$ cat src/hdl/blbr_pkg.sv
// ----------------------------------------------------------------------------
// blbr_pkg
// Shared constants, types and helpers of the battery level LED bar renderer.
// ----------------------------------------------------------------------------
`timescale 1ns / 1ps

package blbr_pkg;

    // Default geometry
    localparam int STRIP_LENGTH_DEF = 16;
    localparam int BAR_LENGTH_DEF   = 8;

    // Lit count is carried wide enough for the largest bar (32)
    localparam int LIT_W = 6;

    // Frames buffered between the level pipeline and the pixel output
    localparam int FIFO_DEPTH = 4;

    // Register reset values
    localparam logic [15:0] EMPTY_RESET  = 16'd3300;
    localparam logic [15:0] FULL_RESET   = 16'd4200;
    localparam logic [7:0]  BRIGHT_RESET = 8'd255;

    // Register indexes
    localparam logic [1:0] CFG_EMPTY  = 2'd0;
    localparam logic [1:0] CFG_FULL   = 2'd1;
    localparam logic [1:0] CFG_BRIGHT = 2'd2;

    // Segment color bands
    localparam int          RED_END     = 2;
    localparam int          AMBER_END   = 5;
    localparam logic [7:0]  AMBER_GREEN = 8'd160;

    // How the lit count of a sample is decided
    typedef enum logic [1:0] {
        LVL_ZERO,
        LVL_FULL,
        LVL_DIV
    } lvl_sel_t;

    // One frame descriptor
    typedef struct packed {
        logic [LIT_W-1:0] lit_count;
        logic [7:0]       amber_g;
        logic [7:0]       bright;
    } frame_t;

    // floor(x / 255), exact for x below 65280
    function automatic logic [7:0] div255(input logic [15:0] x);
        logic [16:0] t;
        t = 17'(x) + 17'(x >> 8) + 17'd1;
        return t[15:8];
    endfunction

endpackage

$ cat src/hdl/blbr_level_pipe.sv
// ----------------------------------------------------------------------------
// blbr_level_pipe
// Turns a voltage sample into a lit count: range setup, scaled numerator,
// then one restoring-division stage per quotient bit.
// ----------------------------------------------------------------------------
`timescale 1ns / 1ps

module blbr_level_pipe #(
    parameter int BAR_LENGTH = blbr_pkg::BAR_LENGTH_DEF
) (
    input  logic            clk,
    input  logic            rst_n,
    input  logic            in_valid,
    input  logic [15:0]     battery_mv,
    input  logic [15:0]     empty_level_mv,
    input  logic [15:0]     full_level_mv,
    input  logic [7:0]      bar_brightness,
    output logic            out_valid,
    output blbr_pkg::frame_t out_frame
);
    import blbr_pkg::*;

    localparam int NW = $clog2(BAR_LENGTH + 1);
    localparam int RW = 16 + NW;

    // Stage 1: compare against limits, differences, amber product
    logic        s1_valid_reg;
    lvl_sel_t    s1_sel_reg,    s1_sel_next;
    logic [15:0] s1_above_reg,  s1_above_next;
    logic [15:0] s1_range_reg,  s1_range_next;
    logic [15:0] s1_prod_reg,   s1_prod_next;
    logic [7:0]  s1_bright_reg;

    // Division stages; index 0 holds the numerator
    logic           d_valid_reg  [0:NW];
    lvl_sel_t       d_sel_reg    [0:NW];
    logic [RW-1:0]  d_rem_reg    [0:NW];
    logic [15:0]    d_range_reg  [0:NW];
    logic [NW-1:0]  d_q_reg      [0:NW];
    logic [7:0]     d_amber_reg  [0:NW];
    logic [7:0]     d_bright_reg [0:NW];

    logic [RW-1:0]    num_next;
    logic [LIT_W-1:0] lit_next;

    always_comb
    begin
        if (battery_mv <= empty_level_mv || full_level_mv <= empty_level_mv)
        begin
            s1_sel_next = LVL_ZERO;
        end
        else if (battery_mv >= full_level_mv)
        begin
            s1_sel_next = LVL_FULL;
        end
        else
        begin
            s1_sel_next = LVL_DIV;
        end
        s1_above_next = battery_mv - empty_level_mv;
        s1_range_next = full_level_mv - empty_level_mv;
        s1_prod_next  = 16'(AMBER_GREEN) * 16'(bar_brightness);
    end

    always_ff @(posedge clk or negedge rst_n)
    begin
        if (!rst_n)
        begin
            s1_valid_reg <= 1'b0;
        end
        else
        begin
            s1_valid_reg <= in_valid;
        end
    end

    always_ff @(posedge clk)
    begin
        s1_sel_reg    <= s1_sel_next;
        s1_above_reg  <= s1_above_next;
        s1_range_reg  <= s1_range_next;
        s1_prod_reg   <= s1_prod_next;
        s1_bright_reg <= bar_brightness;
    end

    // Stage 2: ceiling numerator above*BAR + range - 1, dimmed amber
    assign num_next = RW'(s1_above_reg) * RW'(BAR_LENGTH) + RW'(s1_range_reg) - RW'(1);

    always_ff @(posedge clk or negedge rst_n)
    begin
        if (!rst_n)
        begin
            d_valid_reg[0] <= 1'b0;
        end
        else
        begin
            d_valid_reg[0] <= s1_valid_reg;
        end
    end

    always_ff @(posedge clk)
    begin
        d_sel_reg[0]    <= s1_sel_reg;
        d_rem_reg[0]    <= num_next;
        d_range_reg[0]  <= s1_range_reg;
        d_q_reg[0]      <= '0;
        d_amber_reg[0]  <= div255(s1_prod_reg);
        d_bright_reg[0] <= s1_bright_reg;
    end

    // One quotient bit per stage, most significant first
    for (genvar j = 0; j < NW; j++)
    begin : g_div
        localparam int K = NW - 1 - j;

        logic [RW-1:0] dsh;
        logic          fits;
        logic [RW-1:0] rem_next;
        logic [NW-1:0] q_next;

        always_comb
        begin
            dsh      = RW'(d_range_reg[j]) << K;
            fits     = d_rem_reg[j] >= dsh;
            rem_next = fits ? d_rem_reg[j] - dsh : d_rem_reg[j];
            q_next   = d_q_reg[j];
            q_next[K] = fits;
        end

        always_ff @(posedge clk or negedge rst_n)
        begin
            if (!rst_n)
            begin
                d_valid_reg[j+1] <= 1'b0;
            end
            else
            begin
                d_valid_reg[j+1] <= d_valid_reg[j];
            end
        end

        always_ff @(posedge clk)
        begin
            d_sel_reg[j+1]    <= d_sel_reg[j];
            d_rem_reg[j+1]    <= rem_next;
            d_range_reg[j+1]  <= d_range_reg[j];
            d_q_reg[j+1]      <= q_next;
            d_amber_reg[j+1]  <= d_amber_reg[j];
            d_bright_reg[j+1] <= d_bright_reg[j];
        end
    end

    // Final lit count with limit cases and saturation
    always_comb
    begin
        case (d_sel_reg[NW])
            LVL_ZERO: lit_next = '0;
            LVL_FULL: lit_next = LIT_W'(BAR_LENGTH);
            default:
            begin
                if (LIT_W'(d_q_reg[NW]) > LIT_W'(BAR_LENGTH))
                begin
                    lit_next = LIT_W'(BAR_LENGTH);
                end
                else
                begin
                    lit_next = LIT_W'(d_q_reg[NW]);
                end
            end
        endcase
    end

    assign out_valid           = d_valid_reg[NW];
    assign out_frame.lit_count = lit_next;
    assign out_frame.amber_g   = d_amber_reg[NW];
    assign out_frame.bright    = d_bright_reg[NW];

endmodule

$ cat src/hdl/blbr_frame_fifo.sv
// ----------------------------------------------------------------------------
// blbr_frame_fifo
// Small queue of frame descriptors waiting for the pixel output.
// ----------------------------------------------------------------------------
`timescale 1ns / 1ps

module blbr_frame_fifo (
    input  logic             clk,
    input  logic             rst_n,
    input  logic             push,
    input  blbr_pkg::frame_t push_frame,
    input  logic             pop,
    output blbr_pkg::frame_t head_frame,
    output logic             empty
);
    import blbr_pkg::*;

    localparam int AW = $clog2(FIFO_DEPTH);
    localparam int CW = $clog2(FIFO_DEPTH + 1);

    frame_t        fifo_mem_reg [FIFO_DEPTH];
    logic [AW-1:0] wr_ptr_reg, wr_ptr_next;
    logic [AW-1:0] rd_ptr_reg, rd_ptr_next;
    logic [CW-1:0] count_reg,  count_next;

    // Pointer and occupancy update; upstream credits keep pushes below full
    always_comb
    begin
        wr_ptr_next = wr_ptr_reg;
        rd_ptr_next = rd_ptr_reg;
        count_next  = count_reg;
        if (push)
        begin
            wr_ptr_next = (wr_ptr_reg == AW'(FIFO_DEPTH - 1)) ? '0 : wr_ptr_reg + AW'(1);
        end
        if (pop)
        begin
            rd_ptr_next = (rd_ptr_reg == AW'(FIFO_DEPTH - 1)) ? '0 : rd_ptr_reg + AW'(1);
        end
        if (push && !pop)
        begin
            count_next = count_reg + CW'(1);
        end
        else if (pop && !push)
        begin
            count_next = count_reg - CW'(1);
        end
    end

    always_ff @(posedge clk or negedge rst_n)
    begin
        if (!rst_n)
        begin
            wr_ptr_reg <= '0;
            rd_ptr_reg <= '0;
            count_reg  <= '0;
        end
        else
        begin
            wr_ptr_reg <= wr_ptr_next;
            rd_ptr_reg <= rd_ptr_next;
            count_reg  <= count_next;
        end
    end

    // Entry storage
    always_ff @(posedge clk)
    begin
        if (push)
        begin
            fifo_mem_reg[wr_ptr_reg] <= push_frame;
        end
    end

    assign head_frame = fifo_mem_reg[rd_ptr_reg];
    assign empty      = (count_reg == '0);

endmodule

$ cat src/hdl/blbr_pixel_out.sv
// ----------------------------------------------------------------------------
// blbr_pixel_out
// Walks the strip one pixel per cycle and drives the registered pixel ports.
// ----------------------------------------------------------------------------
`timescale 1ns / 1ps

module blbr_pixel_out #(
    parameter int STRIP_LENGTH = blbr_pkg::STRIP_LENGTH_DEF
) (
    input  logic             clk,
    input  logic             rst_n,
    input  logic             fifo_empty,
    input  blbr_pkg::frame_t fifo_frame,
    output logic             pop,
    output logic             result_valid,
    output logic [5:0]       led_index,
    output logic [7:0]       red,
    output logic [7:0]       green,
    output logic [7:0]       blue,
    output logic             frame_end
);
    import blbr_pkg::*;

    localparam int PW = $clog2(STRIP_LENGTH);

    logic          active_reg, active_next;
    logic [PW-1:0] pix_reg,    pix_next;
    frame_t        frame_reg,  frame_next;
    logic          last_pix;

    logic [PW-1:0]    mirror;
    logic [PW-1:0]    lo_seg, hi_seg;
    logic [LIT_W-1:0] seg;
    logic             lit;
    logic [7:0]       red_next, green_next;

    logic       valid_reg;
    logic [5:0] index_reg;
    logic [7:0] red_reg, green_reg;
    logic       end_reg;

    // Frame sequencing; next frame starts right after the last pixel
    assign last_pix = (pix_reg == PW'(STRIP_LENGTH - 1));
    assign pop      = !fifo_empty && (!active_reg || last_pix);

    always_comb
    begin
        active_next = active_reg;
        pix_next    = pix_reg;
        frame_next  = frame_reg;
        if (pop)
        begin
            active_next = 1'b1;
            pix_next    = '0;
            frame_next  = fifo_frame;
        end
        else if (active_reg && last_pix)
        begin
            active_next = 1'b0;
        end
        else if (active_reg)
        begin
            pix_next = pix_reg + PW'(1);
        end
    end

    // A pixel shows the higher of its two mirrored segments that is lit
    always_comb
    begin
        mirror = PW'(STRIP_LENGTH - 1) - pix_reg;
        lo_seg = (pix_reg < mirror) ? pix_reg : mirror;
        hi_seg = (pix_reg < mirror) ? mirror : pix_reg;
        if (LIT_W'(hi_seg) < frame_reg.lit_count)
        begin
            seg = LIT_W'(hi_seg);
            lit = 1'b1;
        end
        else if (LIT_W'(lo_seg) < frame_reg.lit_count)
        begin
            seg = LIT_W'(lo_seg);
            lit = 1'b1;
        end
        else
        begin
            seg = '0;
            lit = 1'b0;
        end

        // Red band, amber band, then green
        red_next   = '0;
        green_next = '0;
        if (lit)
        begin
            if (seg < LIT_W'(RED_END))
            begin
                red_next = frame_reg.bright;
            end
            else if (seg < LIT_W'(AMBER_END))
            begin
                red_next   = frame_reg.bright;
                green_next = frame_reg.amber_g;
            end
            else
            begin
                green_next = frame_reg.bright;
            end
        end
    end

    always_ff @(posedge clk or negedge rst_n)
    begin
        if (!rst_n)
        begin
            active_reg <= 1'b0;
            pix_reg    <= '0;
            valid_reg  <= 1'b0;
        end
        else
        begin
            active_reg <= active_next;
            pix_reg    <= pix_next;
            valid_reg  <= active_reg;
        end
    end

    // Frame descriptor and output payload
    always_ff @(posedge clk)
    begin
        frame_reg <= frame_next;
        index_reg <= 6'(pix_reg);
        red_reg   <= red_next;
        green_reg <= green_next;
        end_reg   <= active_reg && last_pix;
    end

    assign result_valid = valid_reg;
    assign led_index    = index_reg;
    assign red          = red_reg;
    assign green        = green_reg;
    assign blue         = '0;
    assign frame_end    = end_reg && valid_reg;

endmodule

$ cat src/hdl/battery_level_led_bar_renderer_core.sv
// ----------------------------------------------------------------------------
// battery_level_led_bar_renderer_core
// Battery voltage to mirrored red/amber/green LED bar frame renderer.
// ----------------------------------------------------------------------------
// A sample is taken with start while busy is low. Each sample yields a frame
// of STRIP_LENGTH pixels, one per clock in ascending led_index order, each
// marked by a one-cycle result_valid strobe; frame_end flags the last pixel.
// The receiver cannot stall, so pixels must be captured when strobed. A
// sample passes the sample register, the numerator register, the division
// stages, the frame FIFO and the frame register before its first pixel is
// registered out. Samples can be taken on consecutive cycles until four
// frames are pending; from then on busy holds intake off until the pixel
// output starts the next frame. Queued frames follow each other with no gap.
// Configuration writes are always accepted (cfg_ready is high) and must only
// be made while no frame is pending; writes to an unused index are dropped.
// ----------------------------------------------------------------------------
`timescale 1ns / 1ps

module battery_level_led_bar_renderer_core #(
    parameter int STRIP_LENGTH = blbr_pkg::STRIP_LENGTH_DEF,
    parameter int BAR_LENGTH   = blbr_pkg::BAR_LENGTH_DEF
) (
    input  logic        clk,
    input  logic        rst_n,
    // Sample command
    input  logic        start,
    output logic        busy,
    input  logic [15:0] battery_mv,
    // Configuration write channel
    input  logic        cfg_valid,
    output logic        cfg_ready,
    input  logic [1:0]  cfg_index,
    input  logic [15:0] cfg_data,
    // Pixel results
    output logic        result_valid,
    output logic [5:0]  led_index,
    output logic [7:0]  red,
    output logic [7:0]  green,
    output logic [7:0]  blue,
    output logic        frame_end
);
    import blbr_pkg::*;

    localparam int CRW = $clog2(FIFO_DEPTH + 1);

    logic [15:0]    empty_reg;
    logic [15:0]    full_reg;
    logic [7:0]     bright_reg;
    logic [CRW-1:0] credit_reg, credit_next;

    logic   accept;
    logic   lvl_valid;
    frame_t lvl_frame;
    logic   fifo_pop;
    logic   fifo_empty;
    frame_t fifo_frame;

    // Register file
    assign cfg_ready = 1'b1;

    always_ff @(posedge clk or negedge rst_n)
    begin
        if (!rst_n)
        begin
            empty_reg  <= EMPTY_RESET;
            full_reg   <= FULL_RESET;
            bright_reg <= BRIGHT_RESET;
        end
        else if (cfg_valid && cfg_ready)
        begin
            unique case (cfg_index)
                CFG_EMPTY:  empty_reg  <= cfg_data;
                CFG_FULL:   full_reg   <= cfg_data;
                CFG_BRIGHT: bright_reg <= cfg_data[7:0];
                default:    ;
            endcase
        end
    end

    // Credits: samples accepted whose frame has not yet started
    assign accept = start && !busy;
    assign busy   = (credit_reg == CRW'(FIFO_DEPTH));

    always_comb
    begin
        credit_next = credit_reg;
        if (accept && !fifo_pop)
        begin
            credit_next = credit_reg + CRW'(1);
        end
        else if (fifo_pop && !accept)
        begin
            credit_next = credit_reg - CRW'(1);
        end
    end

    always_ff @(posedge clk or negedge rst_n)
    begin
        if (!rst_n)
        begin
            credit_reg <= '0;
        end
        else
        begin
            credit_reg <= credit_next;
        end
    end

    blbr_level_pipe #(
        .BAR_LENGTH (BAR_LENGTH)
    ) u_level_pipe (
        .clk            (clk),
        .rst_n          (rst_n),
        .in_valid       (accept),
        .battery_mv     (battery_mv),
        .empty_level_mv (empty_reg),
        .full_level_mv  (full_reg),
        .bar_brightness (bright_reg),
        .out_valid      (lvl_valid),
        .out_frame      (lvl_frame)
    );

    blbr_frame_fifo u_frame_fifo (
        .clk        (clk),
        .rst_n      (rst_n),
        .push       (lvl_valid),
        .push_frame (lvl_frame),
        .pop        (fifo_pop),
        .head_frame (fifo_frame),
        .empty      (fifo_empty)
    );

    blbr_pixel_out #(
        .STRIP_LENGTH (STRIP_LENGTH)
    ) u_pixel_out (
        .clk          (clk),
        .rst_n        (rst_n),
        .fifo_empty   (fifo_empty),
        .fifo_frame   (fifo_frame),
        .pop          (fifo_pop),
        .result_valid (result_valid),
        .led_index    (led_index),
        .red          (red),
        .green        (green),
        .blue         (blue),
        .frame_end    (frame_end)
    );

endmodule

$ cat config.mk
export PLATFORM = sky130hd
export DESIGN_NAME = battery_level_led_bar_renderer_core
export DESIGN_NICKNAME = d
export VERILOG_FILES = /design/src/hdl/blbr_pkg.sv /design/src/hdl/blbr_level_pipe.sv /design/src/hdl/blbr_frame_fifo.sv /design/src/hdl/blbr_pixel_out.sv /design/src/hdl/battery_level_led_bar_renderer_core.sv
export SDC_FILE = /design/constraint.sdc
export NUM_CORES = 1
export LEC_CHECK = 0
export ABC_AREA = 1
export BUFFER_PORTS_ARGS = -buffer_cell sky130_fd_sc_hd__buf_2
export CAP_MARGIN = 20
export CORE_ASPECT_RATIO = 1.75
export CORE_MARGIN = 2
export CORE_UTILIZATION = 62
export CTS_CLUSTER_DIAMETER = 30
export DETAILED_ROUTE_END_ITERATION = 16
export PLACE_DENSITY = 0.8
export SYNTH_ARGS = -nofsm -noshare
export SYNTH_HDL_FRONTEND = slang
export SYNTH_HIERARCHICAL = 1
export SYNTH_SLANG_ARGS = --single-unit
export TNS_END_PERCENT = 30
$ cat constraint.sdc
create_clock -name clk -period 4.4 [get_ports clk]
set_clock_uncertainty 0.2 [all_clocks]
set_input_delay 0.88 -clock clk [delete_from_list [all_inputs] [get_ports clk]]
set_output_delay 0.88 -clock clk [all_outputs]
set_load 0.01 [all_outputs]
==> summary.md <==
| Metric | Value |
|---|---|
| Max_cap viols | `0` |
| H-Tree Depth | `2` |
| Post-synth EDFFs | `110` |
| CTS tree | `yes` |
| Area Overhead vs Synth | `11.1%` |
| Post-Syn Area per Cell | `8.72 µm²` |
| Worst setup SP type | `register` |
| Number of diodes | `0` |
| Post-CTS Hold Fix Bufs | `0` |
| Number of global-route vias before repair | `17.1k` |
| Final ANT Viol Nets | `0` |
| Mapped Cells | `2595` |
| Core box area | `36000 µm²` |
| RR Endpoint | `credit_reg[2]` |
| # setup viols final | `0` |
| Final nets | `2899` |
| Flops & latches, synth | `488` |
| Port Buf Inserts | `60` |
| WL final | `47800 µm` |
| Clock Sinks | `488` |
| Clock slew at reported path FFs | `70 ps` |
| Post-Syn Area | `22600 µm²` |
| Worst Setup End Kind | `register` |
| Fin Setup TNS | `0 ps` |
| Row cnt | `92` |
| IO Count | `72` |
| Lkg Pwr | `0.0128 µW` |
| Die H | `257 µm` |
| Initial core utilization | `0.628` |
| TritonRoute pass-1 iters | `6` |
| HP Start | `u_level_pipe/d_bright_reg[1][4]` |
| Clock root buffer | `clkbuf_16` |
| Worst-Margin Slew | `1090 ps` |
| Fin crit period | `2860 ps` |
| RSZ-0062 raised after global routing | `false` |
| Iter 0 DRT Violations | `827` |
| Slew Limit Fails | `0` |
| Largest net degree at the start of global routing | `67` |
| Hold Crit Class | `register to register` |
| Cells along the critical path | `ha_1, a21oi_1, nor2_2, buf_4, inv_1, ha_1, inv_1, fa_1, nand2_1, nand3_1, nand2_1, nand2_1` |
| Grt ovf | `0` |
| FF-to-FF setup slack | `1540 ps` |
| Drc violations | `0` |
| Vias per inst | `5.23` |
| Setup WS post-layout | `1540 ps` |
| Crit path top cell by count | `nand2_1` |
| Later-pin clock latency in the skew report | `590 ps` |
| Main synth FF type | `dfxtp_1` |
| Outcome | `finished clean` |
| Clock buffer count from CTS | `54` |
| Cell Area, Placed | `23200 µm²` |
| Crit path arrival time | `3130 ps` |
| Sequential area share after synthesis | `0.495` |
| FF-to-FF Start | `u_pixel_out/pix_reg[0]` |
| Sink of the worst hold path | `u_level_pipe/d_bright_reg[2][4]` |
| Area taken by multi-input logic gates | `9320 µm²` |
| Final hold violations | `0` |
| Clock buffer depth | `3` |
| Async set-or-reset flop fraction in the synthesized netlist | `0.127` |
| Max Clk Rate | `350 MHz` |
| Number of flip-flops in the largest register | `88` |
| Hold depth | `0` |
| Post-place setup slack | `1460 ps` |
| Per-cell routed wire length | `15.0 µm` |
| Die ar. | `38100 µm²` |
| Routability Congestion | `0.901` |
| Post-synth cell types | `46` |
| Via Count | `16.7k` |
| Synth warnings | `6` |
| First-pass GRT wire length | `77600 µm` |
| Storage cell area | `11200 µm²` |
| P per Cell Area | `897 nW/µm²` |
| Fin area | `25200 µm²` |
| Crit-path slowest cell | `dfrtp_1` |
| Initial antenna violation count | `1` |
| Total Power | `22600 µW` |
| Post-CTS sizing | `0` |
| Peak VDD IR | `0.468 mV` |
| Die width | `148 µm` |
| Max FO, Critical Path | `30` |
| Overall Global Routing Usage | `0.252` |
| Kind of critical path | `register to register` |
| Cells on worst reg2reg path | `12` |
| Worst rel slew slack | `0.271` |
| Fill cell count | `2675` |
| Layout cells sized above 1 | `0.116` |
| CP max stage delay | `450 ps` |
| HPWL after DPL | `35600 µm` |
| Post CTS Setup Buffer Count | `0` |
| Worst path required time | `4670 ps` |
| Fin crit share | `0.649` |
==> critical path: cells and delay by family (launching register included) <==
family                   cells  cell delay [ps]
adder cells (fa/ha/maj)      3              820
flip-flops                   1              450
buffers and inverters        3              450
AND/OR/NAND/NOR              5              410
AO/OA/AOI/OAI                1              380
==> power by group <==
part           total (µW)  internal (µW)  switching [µW]  leakage, µW
sequential           7270           6450             818      0.00439
combinational       10600           3740            6900      0.00746
clock                4660           2750            1910     0.000932
total               22600          12900            9630       0.0128
==> stage by stage <==
step / cells / hold slack [ps] / util
6_report: 3195 / 112 / 0.698
5_1_grt: 3195 / 115 / 0.698
4_1_cts: 3194 / 116 / 0.698
3_5_place_dp: 3094 / 112 / 0.644
3_3_place_gp: 3094 / 110 / 0.644
2_1_floorplan: 2605 / 110 / -
==> synthesized netlist by cell type, types with 16 or more instances <==
| cell type | count | area [µm²] |
|---|---|---|
| o211ai_1 | 35 | 263 |
| inv_1 | 465 | 1750 |
| nor2_1 | 148 | 556 |
| xor2_1 | 53 | 464 |
| nand2_2 | 60 | 375 |
| a21oi_1 | 105 | 526 |
| edfxtp_1 | 110 | 3300 |
| nand2_1 | 676 | 2540 |
| o21ai_2 | 40 | 350 |
| buf_4 | 16 | 120 |
| nand4_1 | 20 | 125 |
| nand3_1 | 114 | 571 |
| ha_1 | 171 | 2140 |
| dfrtp_1 | 44 | 1100 |
| dfxtp_1 | 316 | 6330 |
| nor3_1 | 18 | 90.1 |
| o21ai_0 | 38 | 190 |
| dfstp_2 | 18 | 473 |
==> final cells by class <==
class / count / share of cell area
flip-flops and latches: 488 / 0.445
multi-input cells: 1602 / 0.370
inverters: 470 / 0.0701
clock buffers: 67 / 0.0598
well taps: 470 / 0.0234
clock inverters: 33 / 0.0169
repair buffers: 65 / 0.0139
==> worst max path at each step <==
stage | start | cells past startpoint | end | slack [ps]
2_1_floorplan | u_pixel_out/pix_reg[0] | 9 | credit_reg[1] | 1220
3_3_place_gp | battery_mv[0] | 11 | u_level_pipe/s1_sel_reg[0] | 1530
3_5_place_dp | battery_mv[0] | 10 | u_level_pipe/s1_above_reg[14] | 1460
4_1_cts | u_pixel_out/pix_reg[0] | 12 | credit_reg[2] | 1570
5_1_grt | u_pixel_out/pix_reg[0] | 12 | credit_reg[2] | 1280
6_report | u_pixel_out/pix_reg[0] | 12 | credit_reg[2] | 1540
==> cells in the final DEF, fill, tap and decap left out, types with 6 or more instances in the layout <==
cell type and count:
a21oi_1 105, a31oi_1 7, buf_2 60, clkbuf_1 7, clkbuf_16 58, clkinv_8 7, conb_1 13, dfrtp_1 44
dfstp_2 18, dfxtp_1 316, edfxtp_1 110, fa_1 9, ha_1 171, inv_1 465, nand2_1 676, nand2_2 60
nand2_4 6, nand3_1 114, nand3b_1 14, nand4_1 20, nor2_1 147, nor3_1 18, o211ai_1 35, o211ai_2 9
o21a_1 9, o21ai_0 38, o21ai_2 40, o21bai_1 8, xnor2_1 13, xor2_1 53
==> cells by family after synthesis <==
kind of cell | Yosys count | share of synthesized area
simple gates | 1075 | 0.204
buf+inv | 515 | 0.0951
flops | 488 | 0.495
fa+ha+maj | 180 | 0.102
xor+xnor | 66 | 0.0255
other cells | 3 | 0.000498
compound gates | 268 | 0.0776
==> metal layers <==
| metal | vias up | GRT usage | part of all wire |
|---|---|---|---|
| li1 | 8347 | - | - |
| met2 | 430 | 0.503 | 0.56 |
| met1 | 7731 | 0.236 | 0.35 |
| met4 | 0 | 0.152 | 0.063 |
| met5 | - | 0 | 0 |
| met3 | 189 | 0.0297 | 0.031 |
Power figures use the tool's default switching activity.
